--- config.mk ---
export PLATFORM = sky130hd
export DESIGN_NAME = smv_ram
export DESIGN_NICKNAME = d
export VERILOG_FILES = /design/src/hw/rtl/smv_ram.sv
export SDC_FILE = /design/constraint.sdc
export NUM_CORES = 2
export LEC_CHECK = 0
export BUFFER_PORTS_ARGS = -buffer_cell sky130_fd_sc_hd__buf_2
export CORE_ASPECT_RATIO = 0.6
export CORE_MARGIN = 4
export CORE_UTILIZATION = 25
export CTS_BUF_LIST = sky130_fd_sc_hd__clkbuf_8
export CTS_CLUSTER_SIZE = 24
export DETAILED_ROUTE_END_ITERATION = 16
export PLACE_DENSITY_LB_ADDON = 0.05
export SETUP_SLACK_MARGIN = 0.15
export SLEW_MARGIN = 20
export SYNTH_ARGS = -nofsm -noshare
export SYNTH_HDL_FRONTEND = slang
export SYNTH_SLANG_ARGS = --single-unit
--- constraint.sdc ---
create_clock -name clk -period 5.3 [get_ports clk]
set_input_delay 0.795 -clock clk [delete_from_list [all_inputs] [get_ports clk]]
set_output_delay 0.795 -clock clk [all_outputs]
set_load 0.005 [all_outputs]
--- src/hw/rtl/smv_ram.sv ---
// generic single write, single read ram with registered read data
module smv_ram #(
  parameter int W = 32,
  parameter int D = 64,
  parameter int AW = (D > 1) ? $clog2(D) : 1
) (
  input  logic          clk,
  input  logic          we,
  input  logic [AW-1:0] waddr,
  input  logic [W-1:0]  wdata,
  input  logic [AW-1:0] raddr,
  output logic [W-1:0]  rdata
);

  logic [W-1:0] mem [D];
  logic [W-1:0] rdata_r;

  // write port and registered read port
  always_ff @(posedge clk) begin
    if (we) begin
      mem[waddr] <= wdata;
    end
    rdata_r <= mem[raddr];
  end

  assign rdata = rdata_r;

endmodule

Word-level counts from Yosys, hierarchy flattened
Memories as Yosys holds them, arrays and structs flattened. A register that Yosys moved wholly into a read port is not among the register bits.
Index checks and enable logic that the tools add are counted.
Word-level totals
  register bits: 0
  RAM bits: 2048
  bits of input ports: 46
  logic and storage cells: 3
  memories: 1
Memories
  mem: words 64, bits a word 32, rd ports 1, clocked after Yosys merged registers in 1, wr ports 1, line 15  | logic [W-1:0] mem [D];
Cells by class
  mux-type cells: 2
Operator list (number)
  1-bit two-way mux: 2

Logic depth before layout (Yosys ltp)
  depth after elaboration: 2
  mapped depth: 10

Worst setup path before layout
No wires, ideal clock.
  path kind: input to register
  start point: in waddr[3]
  end point: mem mem[48][0] (enable)
  arrival time: 3.494 ns
  path slack: 1.345 ns
  cell stages on the path: 4
  path through: clkbuf_1 -> nor2b_1 -> nand4b_1 -> nor3_1
RTL lines
  start: declaration: line 9  | input logic [AW-1:0] waddr,
  end: declaration: line 15
Straight into the memory's write port.

==> impl_metrics.py <==
metrics = {
    "finish": {
        "drive_above_1_share_pct": 32.5,
        "multi_input_area_sq_mm": 0.0160,
        "fin_nets": 3814,
        "fillers": 30300,
        "syn2layout_area_growth_pct": 17.4,
        "fin_area_sq_mm": 0.0922,
        "regArea_sq_mm": 0.0621,
    },
    "flow_run": {
        "max_cap_violations": 0,
    },
    "logic_synthesis": {
        "synth_seq_cells": 2080,
        "synth_edf_count": 2048,
        "synthFlopType": "edfxtp_1",
        "syn-cell-area_sq_mm": 0.0785,
        "syn_inst": 3324,
        "seq_area_frac_synth_pct": 79.1,
        "ys_types": 34,
        "avgSynthCellArea_sq_um": 23.6,
        "syn_nets": 3370,
        "ys_async_sr_fraction_pct": 0,
        "yosysWarningCount": 0,
    },
    "sta": {
        "worst_pin_slew_ps": 1070,
        "setup_tns_ps": 0,
        "skew_ps": 42.3,
        "hold_viol_final": 0,
        "relSlewSlack_pct": 28.4,
        "finalSetupViolations": 0,
        "rsz0062_at_grt": "false",
        "fin_crit_sh_pct": 60.2,
        "finalMaxSlewViolations": 0,
        "layout_setup_ws_ps": 2110,
        "fmax_ghz": 0.314,
        "period_needed_ps": 3190,
    },
    "hold_path": {
        "whs_path_depth": 1,
        "min_to": "mem[57][28]",
        "hp-start": "wdata[28]",
        "min_path_type": "primary input to flop",
    },
    "floorplan": {
        "die_width_um": 731,
        "die_area_sq_mm": 0.323,
        "coreArea_sq_mm": 0.313,
        "io_pins": 78,
        "start_util_pct": 25.1,
        "dieHeight_um": 442,
        "rows": 159,
    },
    "critical_path": {
        "ff2ff_path_depth": 4,
        "start_kind": "primary input",
        "max_stage_delay_ps": 610,
        "r2r-start": "mem[47][3]",
        "crit_path_frequent_cell": "mux4_2",
        "critPathBufInv": 2,
        "worstSetupEndpointType": "flop",
        "r2r_end": "rdata[3]",
        "cp_max_fo": 62,
        "cp_top_family": "buffers and inverters",
        "cp.required_ps": 6070,
        "worstPathCellList": "buf_8, buf_4, mux4_2, mux4_2, o22ai_1, nor2_1",
        "path_class": "primary input to flop",
        "cp_slowest_cell": "o22ai_1",
        "arrival_ps": 3960,
        "reg2reg_slack_ps": 2770,
    },
    "global_route": {
        "grt_max_degree": 67,
        "gr-total-overflow": 0,
        "grt_pass1_vias": 40500,
        "grt_pass1_wl_um": 371000,
        "grt_antenna_before_repair": 27,
        "grt_usage_pct": 16.8,
    },
    "place": {
        "place_ws_ps": 841,
        "dpl_cell_area_sq_mm": 0.0859,
        "dp_hpwl_um": 161000,
        "place.gp.congestion": 0.718,
        "portBuffers": 77,
    },
    "routing": {
        "routedWlPerCell_um": 33.7,
        "first_pass_iters": 5,
        "ant_nets": 0,
        "drt_iter0_drc": 3822,
        "drc": 0,
        "detailroute.via_count": 38100,
        "wl_um": 277000,
        "vias_per_cell": 4.64,
    },
    "power_and_ir_drop": {
        "powerDensity_mw_per_mm2": 366,
        "total_power_mw": 33.8,
        "peakVddDrop_v": 0.000161,
        "leakage_nw": 28.5,
    },
    "cts": {
        "clk_transition_reported_paths_ps": 70,
        "post_cts_buffers": 0,
        "clockBufferDepth": 4,
        "cts_resized": 0,
        "cts_tree": "built",
        "cts-root-buf": "clkbuf_8",
        "cts.sinks": 2080,
        "numCtsBuffers": 346,
        "holdBufCountCts": 0,
        "htreeDepth": 5,
        "clk_latency_ps": 990,
    },
    "run_status": {
        "status": "finished clean",
    },
}
-- state kept, by name, indices dropped and copies added (netlist names) --
signal	count
mem	2048
rdata	32
-- kinds of logic after synthesis --
group                  share of synthesized area, %
multiplexers                                   16.8
buffers and inverters                          1.13
AO/OA/AOI/OAI                                  1.67
AND/OR/NAND/NOR                                1.27
flip-flops                                     79.1
-- worst reg2reg max path, cell delays in order, from the launching register on --
cell and delay (ps):
edfxtp_1 360, mux4_2 480, mux4_2 550, o22ai_1 620
nor2_1 310
-- layer usage --
layer / global-route usage [%] / wire length (um) / up-vias
met3: 2.57 / 13800 / 346
met2: 24.8 / 121000 / 1059
li1: - / - / 15200
met5: 0 / 0 / -
met4: 3.59 / 4900 / 0
met1: 26.0 / 138000 / 21500
-- placed cells by master, fill, tap and decap left out, drive strengths merged --
master / n
edfxtp: 2048
mux4: 544
clkbuf: 364
buf: 278
nor2: 137
inv: 114
clkinv: 106
mux2i: 93
o22ai: 84
a21oi: 62
dfxtp: 32
o221ai: 27
nand2: 26
nor2b: 15
diode: 12
a22oi: 12
bufinv: 10
clkinvlp: 9
a311oi: 8
nand2b: 8
nor3: 7
nand3b: 5
nand3: 5
or3b: 5
and3: 4
a41o: 4
o32ai: 4
or3: 3
or2: 3
and2: 2
nand4: 2
a31oi: 1
nand4b: 1
-- power by group --
| group | total (mW) | internal [mW] | switching [mW] |
|---|---|---|---|
| logic | 1.89 | 0.643 | 1.25 |
| clock network | 13.6 | 6.81 | 6.76 |
| registers | 18.3 | 18.2 | 0.0807 |
| total | 33.8 | 25.7 | 8.09 |
-- how the worst max path moves through the flow --
| stage | end | depth (start not counted) | startpoint | slack (ps) |
|---|---|---|---|---|
| 6_report | rdata[3] | 6 | raddr[1] | 2110 |
| 3_5_place_dp | rdata[3] | 6 | raddr[1] | 840 |
| 2_1_floorplan | mem[48][0] | 4 | waddr[3] | 1350 |
| 4_1_cts | rdata[3] | 6 | raddr[1] | 1970 |
| 5_1_grt | rdata[3] | 6 | raddr[1] | 1990 |
| 3_3_place_gp | rdata[3] | 6 | raddr[1] | 880 |
-- final cells by class --
type                    count  area share (%)
clock buffers             364            5.43
clock inverters           239            1.36
diodes                     12          0.0326
repair buffers            278            2.74
multi-input cells        1062            17.3
flip-flops and latches   2080            67.4
well taps                4186            5.68
-- stage by stage --
stage	hold slack (ps)	instances	utilization (%)
after floorplan	663	3324	-
after global placement	710	7602	27.4
after detailed placement	724	7606	27.5
after CTS	228	8209	29.5
after global routing	267	8214	29.5
final	349	8221	29.5
-- synthesized netlist by cell type (7+ instances only) --
| cell type | count | area (sq um) |
|---|---|---|
| edfxtp_1 | 2048 | 61500 |
| mux4_2 | 544 | 12300 |
| nor2_1 | 137 | 514 |
| mux2i_1 | 93 | 931 |
| o22ai_1 | 84 | 526 |
| clkbuf_1 | 74 | 278 |
| a21oi_1 | 62 | 310 |
| buf_2 | 57 | 285 |
| dfxtp_1 | 32 | 641 |
| o221ai_1 | 27 | 236 |
| nand2_1 | 26 | 97.6 |
| buf_4 | 25 | 188 |
| buf_1 | 21 | 78.8 |
| nor2b_1 | 15 | 93.8 |
| a22oi_1 | 12 | 90.1 |
| a311oi_1 | 8 | 70.1 |
| nand2b_1 | 8 | 50.1 |
| nor3_1 | 7 | 35.0 |
(Power assumes the default switching activity.)
