`src/hw/rtl/smv_pkg.sv`:
```
// shared types and constants for the sparse matrix vector multiply unit
package smv_pkg;

  // payload widths
  localparam int COL_W = 6;
  localparam int ROW_W = 6;
  localparam int VAL_W = 32;
  localparam int CFG_W = 7;
  localparam int CFG_IDX_W = 2;

  // operation codes of an input item
  localparam logic [1:0] OP_LOAD = 2'd0;
  localparam logic [1:0] OP_NZ   = 2'd1;
  localparam logic [1:0] OP_EMIT = 2'd2;

  // configuration register indexes
  localparam logic [CFG_IDX_W-1:0] CFG_NUM_ROWS = 2'd0;
  localparam logic [CFG_IDX_W-1:0] CFG_NUM_COLS = 2'd1;
  localparam logic [CFG_IDX_W-1:0] CFG_VEC_LEN  = 2'd2;

  // register reset values
  localparam logic [CFG_W-1:0] CFG_RESET = 7'd64;

  // command to a valid bit table
  typedef struct packed {
    logic             set;
    logic             clr;
    logic [COL_W-1:0] set_addr;
    logic [COL_W-1:0] rd_addr;
  } vld_cmd_t;

endpackage

```
`src/hw/rtl/smv_vld.sv`:
```
// valid bit table that makes never written ram entries read as zero
module smv_vld import smv_pkg::*; #(
  parameter int DEPTH = 64,
  parameter int AW = (DEPTH > 1) ? $clog2(DEPTH) : 1
) (
  input  logic     clk,
  input  logic     rst_n,
  input  vld_cmd_t cmd,
  output logic     hit
);

  logic [DEPTH-1:0] vld_r, vld_nxt;
  logic             hit_r;

  // set one bit or clear all of them
  always_comb begin
    vld_nxt = vld_r;
    if (cmd.clr) begin
      vld_nxt = '0;
    end else if (cmd.set) begin
      vld_nxt[cmd.set_addr[AW-1:0]] = 1'b1;
    end
  end

  // lookup registered to line up with the ram read data
  always_ff @(posedge clk) begin
    if (!rst_n) begin
      vld_r <= '0;
      hit_r <= 1'b0;
    end else begin
      vld_r <= vld_nxt;
      hit_r <= vld_r[cmd.rd_addr[AW-1:0]];
    end
  end

  assign hit = hit_r;

endmodule

```
`config.mk`:
```
export PLATFORM = sky130hd
export DESIGN_NAME = smv_vld
export DESIGN_NICKNAME = d
export VERILOG_FILES = /design/src/hw/rtl/smv_pkg.sv /design/src/hw/rtl/smv_vld.sv
export SDC_FILE = /design/constraint.sdc
export NUM_CORES = 1
export LEC_CHECK = 0
export ABC_AREA = 1
export BUFFER_PORTS_ARGS = -buffer_cell sky130_fd_sc_hd__buf_2
export CAP_MARGIN = 20
export CORE_UTILIZATION = 45
export DETAILED_ROUTE_END_ITERATION = 7
export PLACE_DENSITY_LB_ADDON = 0.15
export SYNTH_ARGS = -nofsm -noshare
export SYNTH_HDL_FRONTEND = slang
export SYNTH_SLANG_ARGS = --single-unit
export TNS_END_PERCENT = 10
```
`constraint.sdc`:
```
create_clock -name clk -period 3 [get_ports clk]
set_clock_uncertainty 0.15 [all_clocks]
set_input_delay 0.3 -clock clk [delete_from_list [all_inputs] [get_ports clk]]
set_output_delay 0.3 -clock clk [all_outputs]
set_load 0.05 [all_outputs]
```
### Word-level counts from Yosys, hierarchy flattened

Cells that the tools add are included.

* logic and storage cells: 13
* bits in registers: 65
* input port bits: 16
* output and inout port bits: 1

* reductions and logical operators: 2
* order comparisons: 3
* bitwise logic cells: 2
* mux-type cells: 4

Operators by type and width (number)
* bitwise OR 64 bit: 1
* less-than comparator 6 x 7 -> 1 bit (second input constant): 2
* binary-select mux 1 bit (select 6 bit): 1
* demux 1 bit (select 6 bit): 1
* greater-or-equal comparator 6 x 1 -> 1 bit (second input constant): 1
* 2-to-1 mux 1 bit: 2
* OR reduction 2 bit: 1
* logical AND 1 bit: 1
* inverter 1 bit: 1

### Longest topological paths before layout

* word-level depth: 5
* gate-level depth with buffers: 11
* depth with buffers taken out: 9

### Least setup slack after synthesis

Ideal clock, no wire load.

* path type: input -> register
* start: input cmd[0] (netlist bit)
* end: register hit_r (netlist: hit)
* required time: 2.780 ns
* arrival time: 1.257 ns
* setup time: 0.070 ns
* slack: 1.524 ns
* stages: 10
* path buffers: 2
* cells stage by stage: buf_2 -> clkbuf_1 -> nand2_1 -> nand3_1 -> nand3_1 -> nand2_1 -> nand2_1 -> nand3_1 -> nand3_1 -> a21oi_1

* longest elaborated chain between the ends: 2

RTL lines
* start: declaration: RTL line smv_vld.sv:8 `input vld_cmd_t cmd,`
* binary-select mux 1 bit (select 6 bit): RTL line smv_vld.sv:32 `hit_r <= vld_r[cmd.rd_addr[AW-1:0]];`
* 2-to-1 mux 1 bit (implied by the code): RTL line smv_vld.sv:32
* end signal: assignment: RTL line smv_vld.sv:32
* end: declaration: RTL line smv_vld.sv:13 `logic hit_r;`

No other way between the ends. The select of a mux whose other input is x is not followed.
A chain may end at the register's enable or synchronous reset.

### Worst setup path after layout

* start: input cmd[7] (netlist bit)
* end: register vld_r[35]

* longest elaborated chain between the ends: 5

RTL lines
* less-than comparator 6 x 7 -> 1 bit (implied by the code) / greater-or-equal comparator 6 x 1 -> 1 bit (equally long branches): RTL line smv_vld.sv:21 `vld_nxt[cmd.set_addr[AW-1:0]] = 1'b1;`
* logical AND 1 bit (implied by the code): RTL line smv_vld.sv:21
* 2-to-1 mux 1 bit (implied by the code): RTL line smv_vld.sv:21
* demux 1 bit (select 6 bit) *: RTL line smv_vld.sv:21
* bitwise OR 64 bit (no line) *
* end signal: assignment: RTL line smv_vld.sv:31 `vld_r <= vld_nxt;`
* end: declaration: RTL line smv_vld.sv:12 `logic [DEPTH-1:0] vld_r, vld_nxt;`

Every way passes the cells marked *; elsewhere a longest branch is shown, timed or not.

==> summary.md <==
| Metric | Value |
|---|---|
| Share of the synthesized area in the top cell type | `46.14%` |
| Vias per cell | `5.397` |
| Initial antenna violation count | `0` |
| DIE AREA | `between 6000 and 7000 sq um` |
| Initial DRC Count | `254` |
| Crit path capture type | `flip-flop` |
| Syn Inst Count | `389` |
| Die Height | `slightly above 80 microns` |
| First-pass GRT wire length | `between 10 and 15 mm` |
| Final setup vio count | `0` |
| Post-CTS Setup Inserts | `0` |
| Commonest cells post-synth | `nand2_1 (81), dfxtp_1 (65), a21oi_1 (64), nor2_1 (64), nand3_1 (54)` |
| Core Area | `5991 sq um` |
| WP data required | `roughly 3.1 ns` |
| Fin crit share | `about half` |
| Synth area leader | `dfxtp_1` |
| Main flop type after synthesis | `dfxtp_1` |
| RSZ-0062 raised after global routing | `false` |
| WS Path Type | `in2reg` |
| Cell Count, Final, Fillers Out | `478` |
| Achievable Freq | `0.6487 GHz` |
| Status | `completed` |
| CTS Root Cell | `clkbuf_8` |
| Row count | `28` |
| Post-synthesis instance area | `about 2800 sq um` |
| Max clock buf depth | `2` |
| Final Slew Violations | `0` |
| Area Growth Syn to Fin | `11.76%` |
| Post-cts sizing count | `0` |
| Die span in x | `slightly above 80 microns` |
| Sequential cell area fraction in the yosys report | `between 40 and 50%` |
| CP arrival | `1.68 ns` |
| Flops & latches, synth | `between 60 and 70` |
| Setup TNS | `0 ns` |
| Tot Pwr | `approximately 0.0018 W` |
| EDFF count, synth | `0` |
| Cell leakage power | `1.153 nW` |
| IO Port Bufs | `16` |
| Clock Sinks | `65` |
| CTS tree | `done` |
| Clock period minus worst slack | `1.542 ns` |
| Async SR Flop Fraction | `0%` |
| Relative slew slack | `approximately 45%` |
| Layout cells sized above 1 | `around an eighth` |
| DP HPWL | `between 4 and 5 mm` |
| Filler cells | `between 500 and 600` |
| Critical path startpoint category | `input port` |
| Cell Pwr Density | `578.9 nW/um^2` |
| YS warnings | `0` |
| Worst Tran Pin Value | `0.8128 ns` |
| IO Count | `17` |
| Via count | `approximately 2600` |
| Largest net degree at the start of global routing | `34` |
| MaxCap Viol Count | `0` |
| Vias in the first global route | `2359` |
| Initial core utilization | `a little under half` |
| Crit Path Max Fanout | `10` |
| CTS Hold Buffers Added | `0` |
| RD Place Congestion | `between 0.7 and 0.8` |
| Total placed cells including tap cells | `about 460` |
| Diode count | `0` |
| DR pass1 iterations | `4` |
| Worst-skew pair later-pin latency | `about 0.35 ns` |
| Global Route Usage Sum | `23.67%` |
| Top-count cell post-synth | `nand2_1` |
| Total wire length | `between 6 and 7 mm` |
| Yosys cell types | `18` |
| Worst min path class | `in2reg` |
| H-tree Lvls | `3` |
| Drc violations | `0` |
| Remaining antenna violation count | `0` |
| Average wire per standard cell | `14.64 microns` |
| Final hold violations | `0` |
| GR Overflow Total | `0` |
| Syn Nets | `roughly 410` |
| Dominant cells by area after synthesis | `dfxtp_1 (46%), a21oi_1 (11%), nand2_1 (11%), nand3_1 (9.6%), nor2_1 (8.5%)` |
| Worst IR Drop VDD | `around 0.00033 V` |
| Setup WS post-layout | `roughly 1.5 ns` |
| CTS Buf Count | `9` |
| Post-synthesis average cell area | `between 7 and 8 sq um` |
| Nets | `415` |
| Pre-CTS WS | `approximately 1.1 ns` |
| Worst-path clk slew | `roughly 0.07 ns` |
-- where the power goes --
part           internal [W]  switching (W)
Combinational     0.0000386       0.000109
Clock              0.000485       0.000324
Sequential         0.000866     0.00000158
Total               0.00139       0.000435
-- kinds of logic (layout without fill, tap and decap cells) --
| logic type | Yosys count | in the layout | synth area share [%] |
|---|---|---|---|
| AND/OR/NAND/NOR | 223 | 223 | 36.82 |
| AO/OA/AOI/OAI | 65 | 65 | 11.67 |
| flip-flops | 65 | 65 | 46.14 |
| buffers and inverters | 36 | 50 | 5.368 |
-- placed cells by master (no fill, tap or decap) --
| cell type | synthesis | final |
|---|---|---|
| buf_12 | 0 | 1 |
| nor3_2 | 5 | 5 |
| nor2_1 | 64 | 64 |
| nand4_1 | 1 | 1 |
| nor4_4 | 1 | 1 |
| dfxtp_1 | 65 | 65 |
| or2_2 | 1 | 1 |
| buf_2 | 7 | 16 |
| clkbuf_8 | 0 | 10 |
| nand3_1 | 54 | 54 |
| a41oi_1 | 1 | 1 |
| nand2_1 | 81 | 81 |
| bufinv_16 | 0 | 2 |
| a21oi_1 | 64 | 64 |
| buf_4 | 2 | 3 |
| inv_1 | 11 | 11 |
| inv_2 | 4 | 4 |
| nor3_1 | 8 | 8 |
| clkbuf_1 | 7 | 2 |
| clkinv_2 | 0 | 1 |
| nor4_2 | 8 | 8 |
-- state kept, by name, indices dropped and copies added, names as in the netlist --
register / cells
vld_r: 64
hit: 1
-- final timing paths --
kind,slack [ns],cells after the start,start,endpoint
setup reg to reg,1.78,8,vld_r[63],hit
hold / removal,0.06,3,rst_n,hit
setup / recovery,1.46,5,cmd[7],vld_r[35]
hold reg to reg,0.31,2,vld_r[55],vld_r[55]
-- metrics by stage --
step                      hold slack [ns]  cell area, sq um  utilization [%]
after CTS                         0.06295              3152            52.61
after global routing              0.06270              3152            52.61
final                             0.05933              3152            52.61
after global placement             0.2907              2942            49.10
after floorplan                    0.2729              2820                -
after detailed placement           0.3016              2942            49.10
-- final cells by class --
cell class / instances / area, sq um / area share [%]
Clock buffer: 12 / 145.1 / 4.605
Inverter: 15 / 56.30 / 1.786
Tap cell: 75 / 93.84 / 2.977
Timing Repair Buffer: 20 / 122.6 / 3.890
Sequential cell: 65 / 1301 / 41.29
Clock inverter: 3 / 65.06 / 2.064
Multi-Input combinational cell: 288 / 1368 / 43.39
-- layer usage --
metal / track usage, % / share of wire [%] / vias to the layer above / routed length (microns)
li1: - / - / 1317 / -
met1: 32.71 / 50 / 1197 / 3494
met2: 35.13 / 43 / 58 / 2994
met3: 7.079 / 6.1 / 8 / 427
met4: 7.321 / 1.2 / 0 / 81
met5: 0 / 0 / - / 0
-- critical path, cell delays in order --
cell and delay [ns]:
buf_2 0.22, inv_1 0.22, nor4_2 0.68, a21oi_1 0.13, nor2_1 0.12
Note: power is estimated with default switching activity, not from simulation.
